## src/hw/rtl/est_pkg.sv

```systemverilog
package est_pkg;

   localparam int POS_BITS    = 16;
   localparam int QUEUE_DEPTH = 8;
   localparam int QPTR_BITS   = $clog2(QUEUE_DEPTH);
   localparam int QCNT_BITS   = $clog2(QUEUE_DEPTH + 1);

   localparam logic [7:0] CH_PLUS   = 8'h2B;
   localparam logic [7:0] CH_MINUS  = 8'h2D;
   localparam logic [7:0] CH_STAR   = 8'h2A;
   localparam logic [7:0] CH_SLASH  = 8'h2F;
   localparam logic [7:0] CH_EQ     = 8'h3D;
   localparam logic [7:0] CH_SPACE  = 8'h20;
   localparam logic [7:0] CH_UNDER  = 8'h5F;
   localparam logic [7:0] CH_LBRACE = 8'h7B;
   localparam logic [7:0] CH_RBRACE = 8'h7D;
   localparam logic [7:0] CH_LPAREN = 8'h28;
   localparam logic [7:0] CH_RPAREN = 8'h29;
   localparam logic [7:0] CH_LOW_T  = 8'h74;
   localparam logic [7:0] CH_LOW_F  = 8'h66;

   // keyword match progress: "true" runs 1..4, "false" runs 5..9
   localparam logic [3:0] KW_NONE       = 4'd0;
   localparam logic [3:0] KW_TRUE_START = 4'd1;
   localparam logic [3:0] KW_TRUE_LAST  = 4'd3;
   localparam logic [3:0] KW_TRUE_DONE  = 4'd4;
   localparam logic [3:0] KW_FALSE_START = 4'd5;
   localparam logic [3:0] KW_FALSE_LAST  = 4'd8;
   localparam logic [3:0] KW_FALSE_DONE  = 4'd9;

   typedef enum logic [4:0] {
      KIND_PLUS   = 5'd0,
      KIND_MINUS  = 5'd1,
      KIND_TIMES  = 5'd2,
      KIND_POWER  = 5'd3,
      KIND_DIVIDE = 5'd4,
      KIND_ROOT   = 5'd5,
      KIND_LBRACE = 5'd6,
      KIND_RBRACE = 5'd7,
      KIND_LPAREN = 5'd8,
      KIND_RPAREN = 5'd9,
      KIND_EQUAL  = 5'd10,
      KIND_ASSIGN = 5'd11,
      KIND_NUMBER = 5'd12,
      KIND_TRUE   = 5'd13,
      KIND_FALSE  = 5'd14,
      KIND_IDENT  = 5'd15,
      KIND_ERROR  = 5'd16
   } kind_type;

   typedef enum logic [5:0] {
      MODE_IDLE  = 6'b000001,
      MODE_NUM   = 6'b000010,
      MODE_IDENT = 6'b000100,
      MODE_STAR  = 6'b001000,
      MODE_SLASH = 6'b010000,
      MODE_EQ    = 6'b100000
   } mode_type;

   typedef struct packed {
      kind_type    kind;
      logic [15:0] start;
      logic [15:0] length;
      logic [7:0]  bad;
      logic        last;
   } tok_type;

   typedef struct packed {
      logic [1:0] n;
      tok_type    t0;
      tok_type    t1;
   } tokpair_type;

   function automatic logic is_digit(input logic [7:0] c);
      return (c >= 8'h30) && (c <= 8'h39);
   endfunction

   function automatic logic is_alpha(input logic [7:0] c);
      return ((c >= 8'h61) && (c <= 8'h7A)) || ((c >= 8'h41) && (c <= 8'h5A));
   endfunction

   function automatic logic [7:0] kw_char(input logic [3:0] p);
      logic [7:0] r;
      case (p)
         4'd1: r = 8'h74;
         4'd2: r = 8'h72;
         4'd3: r = 8'h75;
         4'd4: r = 8'h65;
         4'd5: r = 8'h66;
         4'd6: r = 8'h61;
         4'd7: r = 8'h6C;
         4'd8: r = 8'h73;
         4'd9: r = 8'h65;
         default: r = 8'h00;
      endcase
      return r;
   endfunction

   function automatic logic [3:0] kw_next(input logic [3:0] p, input logic [7:0] c);
      logic [3:0] r;
      r = KW_NONE;
      if (((p >= KW_TRUE_START) && (p <= KW_TRUE_LAST)) ||
          ((p >= KW_FALSE_START) && (p <= KW_FALSE_LAST))) begin
         if (kw_char(p + 4'd1) == c) begin
            r = p + 4'd1;
         end
      end
      return r;
   endfunction

   function automatic kind_type word_kind(input logic [3:0] p);
      kind_type k;
      if (p == KW_TRUE_DONE) begin
         k = KIND_TRUE;
      end else if (p == KW_FALSE_DONE) begin
         k = KIND_FALSE;
      end else begin
         k = KIND_IDENT;
      end
      return k;
   endfunction

   function automatic logic [15:0] cap_word(input logic [POS_BITS:0] v);
      logic [15:0] r;
      if (v > (POS_BITS + 1)'(17'h0FFFF)) begin
         r = 16'hFFFF;
      end else begin
         r = 16'(v);
      end
      return r;
   endfunction

endpackage

```

## src/hw/rtl/est_front.sv

```systemverilog
module est_front (
   input  logic                clock,
   input  logic                reset,
   input  logic                accept,
   input  logic [7:0]          char_byte,
   input  logic                end_of_text,
   output est_pkg::tokpair_type wr
);

   localparam logic [est_pkg::POS_BITS-1:0] POS_MAX = {est_pkg::POS_BITS{1'b1}};

   est_pkg::mode_type               mode_ff, mode_in;
   logic [3:0]                      kp_ff, kp_in;
   logic [est_pkg::POS_BITS-1:0]    pos_ff, pos_in;
   logic [est_pkg::POS_BITS-1:0]    ps_ff, ps_in;

   est_pkg::mode_type               mode1, mode2;
   logic [3:0]                      kp1, kp2;
   logic [est_pkg::POS_BITS-1:0]    ps2;
   logic                            consumed;
   logic                            va, vb, vc;
   est_pkg::tok_type                tok_a, tok_b, tok_c;
   logic [est_pkg::POS_BITS:0]      span_a, span_c;
   logic [7:0]                      want;
   est_pkg::kind_type               pair_kind, single_kind;
   logic [1:0]                      cnt;

   always_comb begin
      consumed = 1'b0;
      va       = 1'b0;
      tok_a    = '0;
      mode1    = mode_ff;
      kp1      = kp_ff;
      span_a   = {1'b0, pos_ff} - {1'b0, ps_ff};
      want     = est_pkg::CH_EQ;
      pair_kind   = est_pkg::KIND_EQUAL;
      single_kind = est_pkg::KIND_ASSIGN;
      if (mode_ff == est_pkg::MODE_STAR) begin
         want        = est_pkg::CH_STAR;
         pair_kind   = est_pkg::KIND_POWER;
         single_kind = est_pkg::KIND_TIMES;
      end else if (mode_ff == est_pkg::MODE_SLASH) begin
         want        = est_pkg::CH_SLASH;
         pair_kind   = est_pkg::KIND_ROOT;
         single_kind = est_pkg::KIND_DIVIDE;
      end
      tok_a.start = est_pkg::cap_word({1'b0, ps_ff});

      case (mode_ff)
         est_pkg::MODE_STAR, est_pkg::MODE_SLASH, est_pkg::MODE_EQ: begin
            va    = 1'b1;
            mode1 = est_pkg::MODE_IDLE;
            if (char_byte == want) begin
               tok_a.kind   = pair_kind;
               tok_a.length = 16'd2;
               consumed     = 1'b1;
            end else begin
               tok_a.kind   = single_kind;
               tok_a.length = 16'd1;
               kp1          = est_pkg::KW_NONE;
            end
         end
         est_pkg::MODE_NUM: begin
            if (est_pkg::is_digit(char_byte)) begin
               consumed = 1'b1;
            end else begin
               va           = 1'b1;
               tok_a.kind   = est_pkg::KIND_NUMBER;
               tok_a.length = est_pkg::cap_word(span_a);
               mode1        = est_pkg::MODE_IDLE;
               kp1          = est_pkg::KW_NONE;
            end
         end
         est_pkg::MODE_IDENT: begin
            if (est_pkg::is_alpha(char_byte) || est_pkg::is_digit(char_byte) ||
                (char_byte == est_pkg::CH_UNDER)) begin
               kp1      = est_pkg::kw_next(kp_ff, char_byte);
               consumed = 1'b1;
            end else begin
               va           = 1'b1;
               tok_a.kind   = est_pkg::word_kind(kp_ff);
               tok_a.length = est_pkg::cap_word(span_a);
               mode1        = est_pkg::MODE_IDLE;
               kp1          = est_pkg::KW_NONE;
            end
         end
         default: begin
            mode1 = est_pkg::MODE_IDLE;
         end
      endcase
   end

   // fresh scan of the byte when the pending token did not take it
   always_comb begin
      mode2 = mode1;
      kp2   = kp1;
      ps2   = ps_ff;
      vb    = 1'b0;
      tok_b = '0;
      tok_b.start  = est_pkg::cap_word({1'b0, pos_ff});
      tok_b.length = 16'd1;
      if (!consumed) begin
         mode2 = est_pkg::MODE_IDLE;
         case (char_byte)
            est_pkg::CH_SPACE: begin
            end
            est_pkg::CH_PLUS: begin
               vb = 1'b1;
               tok_b.kind = est_pkg::KIND_PLUS;
            end
            est_pkg::CH_MINUS: begin
               vb = 1'b1;
               tok_b.kind = est_pkg::KIND_MINUS;
            end
            est_pkg::CH_LBRACE: begin
               vb = 1'b1;
               tok_b.kind = est_pkg::KIND_LBRACE;
            end
            est_pkg::CH_RBRACE: begin
               vb = 1'b1;
               tok_b.kind = est_pkg::KIND_RBRACE;
            end
            est_pkg::CH_LPAREN: begin
               vb = 1'b1;
               tok_b.kind = est_pkg::KIND_LPAREN;
            end
            est_pkg::CH_RPAREN: begin
               vb = 1'b1;
               tok_b.kind = est_pkg::KIND_RPAREN;
            end
            est_pkg::CH_STAR: begin
               mode2 = est_pkg::MODE_STAR;
               ps2   = pos_ff;
            end
            est_pkg::CH_SLASH: begin
               mode2 = est_pkg::MODE_SLASH;
               ps2   = pos_ff;
            end
            est_pkg::CH_EQ: begin
               mode2 = est_pkg::MODE_EQ;
               ps2   = pos_ff;
            end
            default: begin
               if (est_pkg::is_digit(char_byte)) begin
                  mode2 = est_pkg::MODE_NUM;
                  ps2   = pos_ff;
               end else if (est_pkg::is_alpha(char_byte)) begin
                  mode2 = est_pkg::MODE_IDENT;
                  ps2   = pos_ff;
                  if (char_byte == est_pkg::CH_LOW_T) begin
                     kp2 = est_pkg::KW_TRUE_START;
                  end else if (char_byte == est_pkg::CH_LOW_F) begin
                     kp2 = est_pkg::KW_FALSE_START;
                  end else begin
                     kp2 = est_pkg::KW_NONE;
                  end
               end else begin
                  vb         = 1'b1;
                  tok_b.kind = est_pkg::KIND_ERROR;
                  tok_b.bad  = char_byte;
               end
            end
         endcase
      end
   end

   // final byte: flush whatever is still pending, including this byte
   always_comb begin
      vc     = 1'b0;
      tok_c  = '0;
      span_c = {1'b0, pos_ff} - {1'b0, ps2} + {{est_pkg::POS_BITS{1'b0}}, 1'b1};
      tok_c.start  = est_pkg::cap_word({1'b0, ps2});
      tok_c.length = 16'd1;
      if (end_of_text) begin
         case (mode2)
            est_pkg::MODE_STAR: begin
               vc = 1'b1;
               tok_c.kind = est_pkg::KIND_TIMES;
            end
            est_pkg::MODE_SLASH: begin
               vc = 1'b1;
               tok_c.kind = est_pkg::KIND_DIVIDE;
            end
            est_pkg::MODE_EQ: begin
               vc = 1'b1;
               tok_c.kind = est_pkg::KIND_ASSIGN;
            end
            est_pkg::MODE_NUM: begin
               vc = 1'b1;
               tok_c.kind   = est_pkg::KIND_NUMBER;
               tok_c.length = est_pkg::cap_word(span_c);
            end
            est_pkg::MODE_IDENT: begin
               vc = 1'b1;
               tok_c.kind   = est_pkg::word_kind(kp2);
               tok_c.length = est_pkg::cap_word(span_c);
            end
            default: begin
            end
         endcase
      end
   end

   // at most two of the three candidates fire for one byte
   always_comb begin
      cnt   = {1'b0, va} + {1'b0, vb} + {1'b0, vc};
      wr    = '0;
      wr.n  = accept ? cnt : 2'd0;
      if (va) begin
         wr.t0 = tok_a;
         wr.t1 = vb ? tok_b : tok_c;
      end else if (vb) begin
         wr.t0 = tok_b;
         wr.t1 = tok_c;
      end else begin
         wr.t0 = tok_c;
         wr.t1 = tok_c;
      end
      wr.t0.last = (cnt == 2'd1);
      wr.t1.last = 1'b1;
   end

   always_comb begin
      if (end_of_text) begin
         mode_in = est_pkg::MODE_IDLE;
         kp_in   = est_pkg::KW_NONE;
         pos_in  = '0;
         ps_in   = '0;
      end else begin
         mode_in = mode2;
         kp_in   = kp2;
         pos_in  = (pos_ff == POS_MAX) ? pos_ff : pos_ff + 1'b1;
         ps_in   = ps2;
      end
   end

   always_ff @(posedge clock) begin
      if (reset) begin
         mode_ff <= est_pkg::MODE_IDLE;
         kp_ff   <= est_pkg::KW_NONE;
         pos_ff  <= '0;
         ps_ff   <= '0;
      end else if (accept) begin
         mode_ff <= mode_in;
         kp_ff   <= kp_in;
         pos_ff  <= pos_in;
         ps_ff   <= ps_in;
      end
   end

endmodule

```

## src/hw/rtl/est_tokq.sv

```systemverilog
module est_tokq (
   input  logic                 clock,
   input  logic                 reset,
   input  est_pkg::tokpair_type wr,
   input  logic                 pop,
   output est_pkg::tok_type     head,
   output logic                 empty,
   output logic                 full
);

   est_pkg::tok_type                 data_ff [est_pkg::QUEUE_DEPTH];
   logic [est_pkg::QPTR_BITS-1:0]    wp_ff, wp_in, wp_second;
   logic [est_pkg::QPTR_BITS-1:0]    rp_ff, rp_in;
   logic [est_pkg::QCNT_BITS-1:0]    count_ff, count_in;
   logic                             pop_ok;

   assign empty     = (count_ff == '0);
   assign full      = (count_ff > est_pkg::QCNT_BITS'(est_pkg::QUEUE_DEPTH - 2));
   assign head      = data_ff[rp_ff];
   assign pop_ok    = pop && !empty;
   assign wp_second = wp_ff + est_pkg::QPTR_BITS'(1);
   assign wp_in     = wp_ff + est_pkg::QPTR_BITS'(wr.n);
   assign rp_in     = rp_ff + est_pkg::QPTR_BITS'(pop_ok);
   assign count_in  = count_ff + est_pkg::QCNT_BITS'(wr.n) - est_pkg::QCNT_BITS'(pop_ok);

   always_ff @(posedge clock) begin
      if (reset) begin
         wp_ff    <= '0;
         rp_ff    <= '0;
         count_ff <= '0;
      end else begin
         wp_ff    <= wp_in;
         rp_ff    <= rp_in;
         count_ff <= count_in;
      end
   end

   always_ff @(posedge clock) begin
      if (wr.n != 2'd0) begin
         data_ff[wp_ff] <= wr.t0;
      end
      if (wr.n == 2'd2) begin
         data_ff[wp_second] <= wr.t1;
      end
   end

endmodule

```

## src/hw/rtl/expression_token_scanner_top.sv

```systemverilog
// Tokenizer for a small expression language. Bytes of the text arrive one
// word per cycle on the req_ side, with req_end_of_text set on the final
// byte; tokens leave in order on the rsp_ side, each with kind, start
// position, length, offending byte for error tokens and a flag on the last
// token a byte caused. A byte is taken every cycle that the eight-entry token
// queue has two free slots, so the scanner runs at one byte per cycle while
// the consumer pops at least as many tokens as are made; a token enters the
// queue as the byte that completes it is taken. The one-token-per-cycle
// pop port of the queue is what limits sustained throughput.
module expression_token_scanner_top (
   input  logic        clock,
   input  logic        reset,
   input  logic        req_push,
   output logic        req_full,
   input  logic [7:0]  req_char_byte,
   input  logic        req_end_of_text,
   output logic        rsp_empty,
   input  logic        rsp_pop,
   output logic [4:0]  rsp_token_kind,
   output logic [15:0] rsp_token_start,
   output logic [15:0] rsp_token_length,
   output logic [7:0]  rsp_bad_char,
   output logic        rsp_run_last
);

   est_pkg::tokpair_type wr;
   est_pkg::tok_type     head;
   logic                 accept;

   assign accept = req_push && !req_full;

   est_front u_front (
      .clock       (clock),
      .reset       (reset),
      .accept      (accept),
      .char_byte   (req_char_byte),
      .end_of_text (req_end_of_text),
      .wr          (wr)
   );

   est_tokq u_tokq (
      .clock (clock),
      .reset (reset),
      .wr    (wr),
      .pop   (rsp_pop),
      .head  (head),
      .empty (rsp_empty),
      .full  (req_full)
   );

   assign rsp_token_kind   = head.kind;
   assign rsp_token_start  = head.start;
   assign rsp_token_length = head.length;
   assign rsp_bad_char     = head.bad;
   assign rsp_run_last     = head.last;

endmodule

```

## config.mk

```make
export PLATFORM = sky130hd
export DESIGN_NAME = expression_token_scanner_top
export DESIGN_NICKNAME = d
export VERILOG_FILES = /design/src/hw/rtl/est_pkg.sv /design/src/hw/rtl/est_front.sv /design/src/hw/rtl/est_tokq.sv /design/src/hw/rtl/expression_token_scanner_top.sv
export SDC_FILE = /design/constraint.sdc
export NUM_CORES = 1
export LEC_CHECK = 0
export ABC_AREA = 1
export BUFFER_PORTS_ARGS = -buffer_cell sky130_fd_sc_hd__buf_2
export CAP_MARGIN = 30
export CORE_ASPECT_RATIO = 1.25
export CORE_MARGIN = 5
export CORE_UTILIZATION = 44
export DETAILED_ROUTE_END_ITERATION = 10
export GPL_TIMING_DRIVEN = 0
export HOLD_SLACK_MARGIN = 0.06
export SYNTH_ARGS = -nofsm -noshare
export SYNTH_HDL_FRONTEND = slang
export SYNTH_SLANG_ARGS = --single-unit
```

## constraint.sdc

```tcl
create_clock -name clock -period 5.8 [get_ports clock]
set_clock_uncertainty 0.05 [all_clocks]
set_input_delay 1.16 -clock clock [delete_from_list [all_inputs] [get_ports clock]]
set_output_delay 1.16 -clock clock [all_outputs]
set_load 0.01 [all_outputs]
```

==> impl_results.md, run 1 <==
- First-pass DRT Iterations: 6
- Core Region: 0.0538 mm^2
- Average cell area after synthesis: ~8.5 um^2
- Max Cap Violations: 0
- Full die area: between 0.05 and 0.06 mm^2
- Max Fclk: between 150 and 200 MHz
- Measured slew at the worst slew-check pin: 1.07 ns
- Final worst path period share: a little over nine tenths
- Worst VDD drop: ~0.00022 V
- Post-Syn Area: around 0.024 mm^2
- Total Routing Usage GR: between 30 and 40%
- Final Cell Area: around 0.027 mm^2
- Startpoint types: input pin
- CTS H-tree lvls: 2
- Synth warn: 0
- Register area share after synthesis: between 50% and 60%
- Rows: 95
- Flops & latches, synth: between 400 and 500
- Largest net degree at the start of global routing: 47
- GR Overflow Total: 0
- Final wirelength: approximately 93 mm
- Final net count: 3,039
- Synth Area in XOR/XNOR: less than 1%
- Comb power frac: ~28%
- Vias in the first global route: approximately 21,000
- Crit-path max FO: 25
- CP Data Arrival Time: about 5.9 ns
- Crit-path slowest cell: fa_1
- Synth top area cells: edfxtp_1, nor2_1, nand2_1, o21ai_0, dfxtp_1
- Min Hold Slack: approximately 0.43 ns
- Synth Area in Simple Gates: 20.5%
- Cell Int Power: 5.80 mW
- Setup_tns: 0 ns
- Post-synth cell types: 57
- Clock Tree Buf Depth: 3
- EDFF count, synth: 360
- First-pass GRT wire length: approximately 130 mm
- Synth Net Count: 2,905
- Port Buffers: 55
- Hold buffers post-CTS: 0
- Clock power frac: about a third
- CP required: 6.01 ns
- Yosys top cell by area: edfxtp_1
- Initial core utilization: between 40% and 50%
- RSZ-0062 raised after global routing: true
- Post-route ant nets: 0
- Crit path max-delay family: buffers and inverters
- Primary FF master, synth: edfxtp_1
- Reg-to-reg startpoint: u_front.mode_ff[5]
- Async set or reset register ratio after synthesis: 0%
- R2R cell count: 31
- Fin. max-slew vios: 0
- Skew-Pair Late Insertion Delay: between 0.5 and 0.6 ns
- P&R area growth vs syn: 13.7%
- Final min period: roughly 5.7 ns
- P_leak: slightly below 10 nW
- Die height: between 200 and 300 um
- CTS buffer count: between 40 and 50
- Final Wtd Congestion: around 1.0
- Slew Limit Headroom: 28.5%
- DR iter-0 viols: between 2,000 and 3,000
- Synth Area in Compound Gates: a little under a fifth
- Initial antenna violation count: 0
- Worst Setup End Kind: flop
- Post-synthesis cell count: 2,826
- DR vias/cell: between 5 and 6
- Area share of the largest cell type after synthesis: a little under half
- Top-count cell post-synth: nor2_1
- P per Cell Area: about 330 mW/mm^2
- Fin. Hold Viols: 0
- Area share of fa/ha/maj cells after synthesis: under 10%
- CTS clk-pin slew, worst paths: ~0.060 ns
- Most instantiated cells after synthesis: nor2_1, nand2_1, edfxtp_1
- Ant diodes: 0
- I/O pin count: 61
- CTS Sinks: 420
- Cell Chain, Critical Path: buf_2 -> inv_4 -> nand3_2 -> nor2_2 -> nand2_2 -> clkinv_1 -> nor2_4 -> nand3_1 -> o21ai_4 -> buf_4 -> inv_1 -> a21oi_1 -> nor2_1 -> fa_1 -> inv_1 -> nor2_2 -> nor2_1 -> buf_6 -> nor4_4 -> buf_4 -> inv_1 -> clkbuf_4 -> nand2_8 -> buf_12
- Worst reg2reg path endpoint: u_tokq.data_ff[3][9]
- Main combinational cell family by area after synthesis: simple AND/OR/NAND/NOR gates
- Hold path endpoint: u_tokq.data_ff[3][0]
- Routed vias: approximately 22,000
- Worst Path Buf+Inv: 11
- Wire length per cell: about 25 um
- DIE WIDTH: ~220 um
- HP Class: reg -> reg
- Worst Hold Depth: 1
- Sw frac: approximately a third
- CTS tree: built
- Status: finished clean
- Placement Cell Area: 0.0253 mm^2
- Setup violators final: 0
- DRC viols: 0
- Root Driver: clkbuf_16
- Hpwl dp: 65.4 mm
- Ratio of cells with drive above 1 in the final layout: a little over a tenth
- Multiplexer share of the synthesized area: less than 1%
- Psw: 3.14 mW
- Slowest cell delay on critical path: around 0.52 ns
- Hold path start: u_tokq.data_ff[3][0]
- Power Total: a little under 9 mW
- Setup CP Type: in -> reg
- Most common cell on crit path: inv_1
- Sequential group share of total power: 39.1%
- FF-to-FF setup slack: around 0.7 ns
power by group through the flow:
| stage | registers, mW | clock network, mW | logic, mW |
|---|---|---|---|
| 2_1_floorplan | 3.54 | 0 | 1.38 |
| 3_3_place_gp | 3.56 | 0 | 2.35 |
| 3_5_place_dp | 3.56 | 0 | 2.40 |
| 4_1_cts | 3.49 | 2.96 | 2.44 |
| 5_1_grt | 3.50 | 3.09 | 2.65 |
| 6_report | 3.50 | 2.96 | 2.48 |
state kept, by name, summed over array words and instances, names as in the netlist:
name	cells
u_tokq.data_ff	368
u_front.pos_ff	16
u_front.ps_ff	16
u_front.mode_ff	6
u_front.kp_ff	4
u_tokq.count_ff	4
u_tokq.rp_ff	3
u_tokq.wp_ff	3
metal layers:
layer	up-vias	global-route usage, %	wire, um
met4	0	14.7	5140
met5	-	0	0
met3	273	5.92	8570
met1	10600	37.1	33900
li1	10100	-	-
met2	1166	51.4	44900
layout make-up:
class                   instances  area (um^2)
plain buffers                 157          658
clock buffers                  55         1150
multi-input cells            2044        10800
repair buffers                 86          537
flip-flops and latches        420        12000
fillers                      5095        26700
inverters                     207          791
well taps                     727          910
clock inverters                26          314
per-stage QoR:
step / std cells / setup WS, ns / utilization (%)
6_report: 3722 / 0.140 / 50.5
5_1_grt: 3722 / 0.000409 / 50.5
4_1_cts: 3714 / 0.00376 / 50.2
3_5_place_dp: 3613 / -1.71 / 46.9
3_3_place_gp: 3608 / -2.85 / 46.6
2_1_floorplan: 2826 / 0.0507 / -
how the worst max path moves through the flow:
stage | from | to | cells after the start
final | req_char_byte[6] | u_tokq.data_ff[6][44] | 24
after detailed placement | req_char_byte[6] | u_tokq.data_ff[1][4] | 22
after floorplan | req_char_byte[0] | u_tokq.data_ff[3][10] | 21
after global placement | req_char_byte[6] | u_tokq.data_ff[0][22] | 20
after CTS | req_char_byte[6] | u_tokq.data_ff[6][44] | 24
after global routing | req_char_byte[7] | u_tokq.data_ff[6][21] | 38
cells in the final DEF, fill, tap and decap left out, types with 13 or more instances in the layout:
| cell | instances |
|---|---|
| a21oi_1 | 95 |
| a31oi_1 | 52 |
| buf_2 | 71 |
| buf_4 | 32 |
| clkbuf_1 | 131 |
| clkbuf_16 | 44 |
| dfxtp_1 | 60 |
| edfxtp_1 | 360 |
| ha_1 | 60 |
| inv_1 | 170 |
| inv_2 | 28 |
| nand2_1 | 456 |
| nand3_1 | 144 |
| nor2_1 | 480 |
| nor3_1 | 13 |
| o21ai_0 | 313 |
| o21ai_1 | 119 |
| o21ai_2 | 19 |
| o22ai_1 | 125 |
| o22ai_2 | 14 |
| xor2_1 | 16 |
logic make-up (layout without fill, tap and decap cells):
group | count (synthesis) | in the layout
AND/OR/NAND/NOR | 1172 | 1174
flip-flops | 420 | 420
XOR/XNOR | 26 | 26
multiplexers | 2 | 2
AO/OA/AOI/OAI | 776 | 776
buffers and inverters | 364 | 531
adder cells (fa/ha/maj) | 66 | 66
timing repair:
action | in CTS | in global routing
setup buffers | 18 | 8
endpoints found under the hold margin | 0 | 0
endpoints found under the setup margin | 530 | 404
gates cloned | 2 | 0
gates resized for setup | 31 | 30
pin swaps | 9 | 2
Power figures use the tool's default switching activity.
==> inputs of run 2 (changes only) <==
GPL_TIMING_DRIVEN = unset   (was 0)
PLACE_DENSITY_LB_ADDON = 0.15   (was unset)
==> run 2 against run 1 <==
Net effect:
- cell area decreased by 1.4%
- largest cell class unchanged
- maximum frequency increased by 8.7%
- die area unchanged
- hold slack about the same
- highest routed layer unchanged
- critical endpoint is now u_tokq.data_ff[3][17]
- critical path type unchanged
==> impl_results.md, run 2 (synthesized netlist as in run 1, its figures left out) <==
- Status: finished clean
- Skew-Pair Late Insertion Delay: 0.58 ns (about the same)
- Vias in the first global route: 20,900 (-2.1%)
- First-pass DRT Iterations: 7 (+1)
- P&R area growth vs syn: 12.2%
- Fin. Hold Viols: 0 (unchanged)
- Biggest regs: u_tokq.data_ff x368, u_front.pos_ff x16, u_front.ps_ff x16
- Hold buffers post-CTS: 0 (unchanged)
- Slowest cell delay on critical path: 0.31 ns (-0.21 ns)
- Most frequent cells in the layout: nor2_1, nand2_1, edfxtp_1
- CTS H-tree lvls: 2 (unchanged)
- Core Region: 0.0538 mm^2 (unchanged)
- Fin. max-slew vios: 0 (unchanged)
- Setup CP Type: in -> reg
- DR iter-0 viols: 2,467 (-7.0%)
- Crit-path max FO: 21 (-16%)
- Worst Setup End Kind: flop
- Initial antenna violation count: 3 (+3)
- Final min period: 5.21 ns (-0.453 ns)
- Die height: 271 um (unchanged)
- Footprint of the multi-input gates: 0.0106 mm^2 (-2.2%)
- First-pass GRT wire length: 126 mm (-5.9%)
- Top reg by flops: u_tokq.data_ff
- Layout Cells excl Fill: 3,638 (-2.3%)
- Final worst setup slack: 0.593 ns (+0.453 ns)
- Post-route ant nets: 0 (unchanged)
- Rows: 95 (unchanged)
- Final Cell Area: 0.0268 mm^2 (-1.4%)
- HP Class: reg -> reg
- GR Overflow Total: 0 (unchanged)
- Most common cell on crit path: nand2_1
- Worst VDD drop: 0.000313 V (+44%)
- Placement Cell Area: 0.0254 mm^2 (+0.76%)
- CTS clk-pin slew, worst paths: 0.06 ns (about the same)
- Hpwl dp: 53.8 mm (-18%)
- Number of flip-flops in the largest register: 368 (unchanged)
- Final net count: 2,954 (-2.8%)
- Full die area: 0.0591 mm^2 (unchanged)
- Final worst path period share: 89.8% (-7.8 points)
- Max Fclk: 192 MHz (+8.7%)
- I/O pin count: 61 (unchanged)
- Final Util: 49.8% (-0.70 points)
- # fillers: 5,145 (+0.98%)
- Setup bufs post-CTS: 0 (-18)
- CTS tree: built
- CTS Sinks: 420 (unchanged)
- Placed Cells: 3,555 (-1.6%)
- CP required: 6.05 ns (+0.04 ns)
- DIE WIDTH: 218 um (unchanged)
- Setup_tns: 0 ns (unchanged)
- DR vias/cell: 5.94 (-0.12%)
- Final wirelength: 83.9 mm (-9.3%)
- Min Hold Slack: 0.426 ns (+0.000472 ns)
- Max Cap Violations: 0 (unchanged)
- Root Driver: clkbuf_16
- Power Total: 8.49 mW (-5.0%)
- CP Data Arrival Time: 5.46 ns (-0.41 ns)
- Largest net degree at the start of global routing: 85 (+81%)
- Port Buffers: 60 (+9.1%)
- Seq. cell area: 0.0120 mm^2 (about the same)
- Crit-path slowest cell: ha_1
- Total Routing Usage GR: 27.6% (-2.7 points)
- Slew Limit Headroom: 24.0% (-4.4 points)
- DRC viols: 0 (unchanged)
- CTS resizes: 0 (-100%)
- Measured slew at the worst slew-check pin: 1.13 ns (+0.0615 ns)
- RSZ-0062 raised after global routing: false
- Most common cell after layout, fill and taps aside: nor2_1
- Startpoint types: input pin
- Routed vias: 21,600 (-2.4%)
- P per Cell Area: 317 mW/mm^2 (-3.6%)
- Final Wtd Congestion: 0.927 (-7.8%)
- P_leak: 9.88 nW (-0.19%)
- DP Worst Slack: 0.0629 ns (+1.77 ns)
- Ratio of cells with drive above 1 in the final layout: 11.9% (+0.97 points)
- Initial core utilization: 44.4% (unchanged)
- Clock Tree Buf Depth: 3 (unchanged)
- CTS buffer count: 45 (+2.3%)
- Wire length per cell: 23.1 um (-7.2%)
- Setup violators final: 0 (unchanged)
==> run 2: path summary, 6_finish.rpt <==
check | cells after the start | to | startpoint | slack, ns
worst max-delay path | 35 | u_tokq.data_ff[3][17] | req_char_byte[0] | 0.59
worst min-delay path | 1 | u_tokq.data_ff[3][0] | u_tokq.data_ff[3][0] | 0.43
worst max register to register | 33 | u_tokq.data_ff[3][17] | u_front.mode_ff[5] | 0.91
worst min register to register | 1 | u_tokq.data_ff[3][0] | u_tokq.data_ff[3][0] | 0.43
==> run 2: routing by layer <==
layer	GRT usage, %	routed length [um]	vias to the layer above
met5	0	0	-
met4	9.03	2740	0
met1	37.0	33900	10400
met3	4.24	6880	187
met2	46.1	40400	1047
li1	-	-	9935
==> run 2: where the power goes <==
part / switching [mW] / internal [mW]
combinational: 1.58 / 0.653
clock: 1.21 / 1.51
sequential: 0.0998 / 3.43
total: 2.89 / 5.60
==> run 2: critical path, delay by kind of cell <==
| family | cells | cell delay [ns] |
|---|---|---|
| and+or+nand+nor | 19 | 1.74 |
| adders and majority gates | 1 | 0.31 |
| xor gates and xnor gates | 1 | 0.25 |
| AOI/OAI and AO/OA | 8 | 1.04 |
| buffers and inverters | 6 | 0.93 |
==> run 2: layout make-up <==
class	instances	area share, %
diodes	1	0.00933
clock buffers	65	4.72
clock inverters	17	0.345
inverters	207	2.92
multi-input cells	2042	39.4
flip-flops and latches	420	44.8
well taps	727	3.39
repair buffers	159	4.34
